===== src/rtl/tmhl_pkg.sv =====
package tmhl_pkg;

    localparam int MAX_TRIANGLES_DEF = 256;

    localparam int CFG_IDX_W = 2;
    localparam logic [CFG_IDX_W-1:0] CFG_TRIANGLE_COUNT = 2'd0;
    localparam logic [CFG_IDX_W-1:0] CFG_FLOOR_LEVEL    = 2'd1;
    localparam logic [CFG_IDX_W-1:0] CFG_HEIGHT_LIFT    = 2'd2;

    localparam logic [8:0]         COUNT_RESET = 9'd0;
    localparam logic signed [15:0] FLOOR_RESET = -16'sd2294;
    localparam logic signed [15:0] LIFT_RESET  = 16'sd164;

    localparam logic OP_LOAD  = 1'b0;
    localparam logic OP_QUERY = 1'b1;

    localparam int CORNER_W = 48;
    localparam int ROW_W    = 3 * CORNER_W;
    localparam int NW       = 40;
    localparam int DW       = 64;
    localparam int QW       = 17;

    typedef struct packed {
        logic               operation;
        logic [7:0]         tri_index;
        logic [1:0]         corner;
        logic signed [15:0] coord_x;
        logic signed [15:0] coord_y;
        logic signed [15:0] coord_z;
    } t_in_word;

    typedef struct packed {
        logic signed [15:0] height;
        logic               found;
        logic [7:0]         hit_index;
    } t_out_word;

    typedef struct packed {
        logic signed [15:0] x;
        logic signed [15:0] y;
        logic signed [15:0] z;
    } t_corner;

    typedef struct packed {
        logic          start;
        logic [DW-1:0] num;
        logic [DW-1:0] den;
    } t_div_req;

endpackage


===== src/rtl/tmhl_div.sv =====
module tmhl_div (
    input  logic                     i_clk,
    input  logic                     i_rst_n,
    input  tmhl_pkg::t_div_req       i_req,
    output logic                     o_done,
    output logic [tmhl_pkg::QW-1:0]  o_quo
);

    localparam int CW = $clog2(tmhl_pkg::QW + 1);

    logic [tmhl_pkg::DW-1:0] r_rem;
    logic [tmhl_pkg::DW-1:0] r_dvs;
    logic [tmhl_pkg::QW-1:0] r_quo;
    logic [CW-1:0]           r_cnt;
    logic                    r_busy;
    logic                    r_done;
    logic                    n_ge;

    assign n_ge = (r_rem >= r_dvs);

    always_ff @(posedge i_clk) begin
        if (!i_rst_n) begin
            r_busy <= 1'b0;
            r_done <= 1'b0;
            r_cnt  <= '0;
        end else begin
            r_done <= 1'b0;
            if (i_req.start) begin
                r_busy <= 1'b1;
                r_cnt  <= CW'(tmhl_pkg::QW);
                r_rem  <= i_req.num;
                r_dvs  <= i_req.den << (tmhl_pkg::QW - 1);
                r_quo  <= '0;
            end else if (r_busy) begin
                if (n_ge) begin
                    r_rem <= r_rem - r_dvs;
                end
                r_quo <= {r_quo[tmhl_pkg::QW-2:0], n_ge};
                r_dvs <= r_dvs >> 1;
                r_cnt <= r_cnt - 1'b1;
                if (r_cnt == CW'(1)) begin
                    r_busy <= 1'b0;
                    r_done <= 1'b1;
                end
            end
        end
    end

    assign o_done = r_done;
    assign o_quo  = r_quo;

endmodule


===== config.mk =====
export PLATFORM = sky130hd
export DESIGN_NAME = tmhl_div
export DESIGN_NICKNAME = d
export VERILOG_FILES = /design/src/rtl/tmhl_pkg.sv /design/src/rtl/tmhl_div.sv
export SDC_FILE = /design/constraint.sdc
export NUM_CORES = 1
export LEC_CHECK = 0
export BUFFER_PORTS_ARGS = -buffer_cell sky130_fd_sc_hd__buf_4
export CAP_MARGIN = 25
export CORE_UTILIZATION = 56
export CTS_BUF_LIST = sky130_fd_sc_hd__clkbuf_4 sky130_fd_sc_hd__clkbuf_8
export DETAILED_ROUTE_END_ITERATION = 10
export PLACE_DENSITY = 0.83
export SKIP_LAST_GASP = 1
export SLEW_MARGIN = 20
export SYNTH_ARGS = -nofsm -noshare
export SYNTH_HDL_FRONTEND = slang
export SYNTH_SLANG_ARGS = --single-unit

===== constraint.sdc =====
create_clock -name i_clk -period 7.6 [get_ports i_clk]
set_clock_uncertainty 0.15 [all_clocks]
set_input_delay 0.76 -clock i_clk [delete_from_list [all_inputs] [get_ports i_clk]]
set_output_delay 0.76 -clock i_clk [all_outputs]
set_load 0.03 [all_outputs]

==> results.sh <==
export IMPL_tns_ps=0
export IMPL_grt_pass1_wl_mm=38.3
export IMPL_design_die_area_um2=18700
export IMPL_layout_nets=1402
export IMPL_num_vias=8396
export IMPL_power_total_mw=2.47
export IMPL_r2r_start="r_rem[21]"
export IMPL_ys_flop_type="edfxtp_1"
export IMPL_min_to="r_cnt[1]"
export IMPL_core_area_um2=17500
export IMPL_yosys_register_bits=152
export IMPL_critPathSlowestCell="buf_4"
export IMPL_r2r_cells=12
export IMPL_area_growth_pct=15.2
export IMPL_hp_class="reg2reg"
export IMPL_cts_clk_slew_worst_paths_ps=90
export IMPL_grt_max_degree=111
export IMPL_syn_num_nets=1312
export IMPL_drc=0
export IMPL_cts_buffers=17
export IMPL_synth_area_top_cells="edfxtp_1 43%, ha_1 8.1%, nand2_1 6.3%"
export IMPL_place_congestion=0.912
export IMPL_syn_area_um2=10100
export IMPL_crit_path_cell_trace="ha_1, a21oi_1, o21bai_1, a21oi_1, a211oi_1, nand2_1, nand3b_1, o211ai_1, a311oi_1, o211ai_1, a31oi_4, buf_4"
export IMPL_drv_cap=0
export IMPL_outcome="complete, no violations"
export IMPL_syn_inst=1114
export IMPL_ys_types=62
export IMPL_clk_path_buf_depth=2
export IMPL_n_fill_cell=1399
export IMPL_postCtsResizedCells=0
export IMPL_die_y_um=137
export IMPL_slew_viol_final=0
export IMPL_ant_nets=0
export IMPL_ys_seq_area_share_pct=44.3
export IMPL_start_util_pct=58.0
export IMPL_rsz0062_at_grt="no"
export IMPL_setup_worst_path_class="reg2reg"
export IMPL_overflow=0
export IMPL_wl_per_cell_um=16.2
export IMPL_startpoint_type="flip-flop"
export IMPL_cp_max_fo=57
export IMPL_worst_ep_arrival_time_ps=4330
export IMPL_drtPass1Iterations=6
export IMPL_clock_root_buffer="clkbuf_8"
export IMPL_first_global_vias=8060
export IMPL_r2r_end="r_rem[24]"
export IMPL_io_buffers=132
export IMPL_detailed_place_hpwl_mm=17.0
export IMPL_drive_gt1_share_pct=15.4
export IMPL_yosysMostFrequentCell="nand2_1"
export IMPL_ios=149
export IMPL_die_x_um=137
export IMPL_hold_start="r_cnt[1]"
export IMPL_placed_cell_area_um2=11200
export IMPL_rrSetupSlack_ps=3230
export IMPL_num_rows=48
export IMPL_track_usage_pct=26.3
export IMPL_wl_mm=23.4
export IMPL_peakVddDrop_v=0.000178
export IMPL_power_density_nw_per_um2=211
export IMPL_drtIter0Drc=674
export IMPL_post_route_util_pct=66.8
export IMPL_setup_viol=0
export IMPL_hold_path_depth=2
export IMPL_ys_async_sr_fraction_pct=0
export IMPL_htree_num_levels=4
export IMPL_ctsHoldBuffers=0
export IMPL_antenna_found_initial=0
export IMPL_end_kind="flip-flop"
export IMPL_hold_violations=0
export IMPL_yosys_top_cells_count="169 x nand2_1, 145 x edfxtp_1, 125 x o21ai_0"
export IMPL_n_antenna_cell=0
export IMPL_tightest_slew_ps=861
export IMPL_p_leak_nw=4.97
export IMPL_required_ps=7560
export IMPL_cts_tree="done"
export IMPL_cts_setup_buffers=0
export IMPL_critPathMaxStageDelay_ps=690
export IMPL_vias_per_cell=5.82
export IMPL_finalCritPeriodShare_pct=57.5
export IMPL_period_needed_ps=4370
export IMPL_worstSkewPairLatency_ps=490
export IMPL_synth_area_per_cell_um2=9.11
export IMPL_cts_sinks=152
export IMPL_synth_top_area_share_pct=42.9
export IMPL_place_inst=1410
export IMPL_final_area_um2=11700
export IMPL_synth_edff_count=145
export IMPL_yosysWarnings=0
export IMPL_fmax_mhz=229
export IMPL_slew_headroom_pct=42.6
export IMPL_yosysTopAreaCell="edfxtp_1"
export IMPL_final_cells=1442
## flip-flops by register name (all words and copies together) (netlist names)
signal / cells
r_dvs: 64
r_rem: 64
o_quo: 17
r_cnt: 5
o_done: 1
r_busy: 1
## kinds of logic after synthesis
family	Yosys count	share of synthesized area (%)
and+or+nand+nor	346	15.4
AOI/OAI and AO/OA	341	21.1
adders and majority gates	67	8.34
DFF	152	44.3
muxes	5	0.518
xor gates and xnor gates	56	4.84
buffers and inverters	147	5.48
## worst max-delay path: cells and delay by family (launching register included)
kind | cells | cell delay [ps]
adder cells (fa/ha/maj) | 1 | 470
flip-flops | 1 | 380
AO/OA/AOI/OAI | 8 | 1890
buffers and inverters | 1 | 690
AND/OR/NAND/NOR | 2 | 340
## worst max-delay path by stage
stage	slack, ps	depth (start not counted)	to	from
2_1_floorplan	1520	12	r_rem[0]	r_rem[21]
3_3_place_gp	3490	12	r_rem[30]	r_rem[21]
3_5_place_dp	3360	12	r_rem[29]	r_rem[21]
4_1_cts	3320	12	r_rem[27]	r_rem[21]
5_1_grt	3150	13	r_rem[26]	r_dvs[16]
6_report	3230	12	r_rem[24]	r_rem[21]
## metrics by stage
| step | worst slack [ps] | hold slack [ps] |
|---|---|---|
| floorplan | 1520 | 313 |
| global route | 3150 | 401 |
| detailed placement | 3360 | 364 |
| global placement | 3490 | 344 |
| finish | 3230 | 372 |
| CTS | 3320 | 377 |
## routing by layer
layer  share of wire, %  global-route usage, %  routed length [um]  vias up
met5                  0                      0                   0        -
met4                2.0                   9.81                 468        0
met3                6.4                   4.19                1490       44
met2                 47                   42.6               10900      318
met1                 45                   35.6               10600     3876
li1                   -                      -                   -     4158
## final cells by class
cell class / count / area, um2 / area share, %
clock buffers: 19 / 249 / 2.13
clock inverters: 13 / 216 / 1.85
inverters: 82 / 308 / 2.63
multi-input cells: 815 / 5110 / 43.7
flip-flops and latches: 152 / 4490 / 38.5
well taps: 225 / 282 / 2.41
repair buffers: 136 / 1020 / 8.77
## power by group
part | total [mW] | leakage (nW) | switching [mW] | internal, mW
combinational | 0.701 | 3.29 | 0.417 | 0.284
sequential | 1.03 | 1.44 | 0.0217 | 1.01
clock | 0.736 | 0.236 | 0.334 | 0.402
## layout by cell type (no fill, tap or decap), types with 4 or more instances in the layout
master     synthesis  layout
nand2b_1          10      10
a21oi_1           80      80
ha_1              66      66
clkinv_4           0       4
or2_2              4       4
buf_4              0     135
nor2b_1           20      20
nor3_1            15      15
a211oi_1           8       8
nand2_1          169     169
dfxtp_1            7       7
o21bai_1           9       9
bufinv_16          0       5
o31ai_1            8       8
nand3_1           19      19
clkbuf_8           0      17
a21o_1            48      48
a31oi_1            6       5
xnor2_1           31      31
nor3b_1            4       4
o21ai_0          125     125
o211ai_1           8       8
xor2_1            25      25
edfxtp_1         145     145
o21a_1             6       6
nor2_1            63      63
a21boi_0           7       7
inv_1             82      81
and3_1             6       6
nor4_1             6       6
nand4_1           19      19
Note: power is estimated with default switching activity, not from simulation.
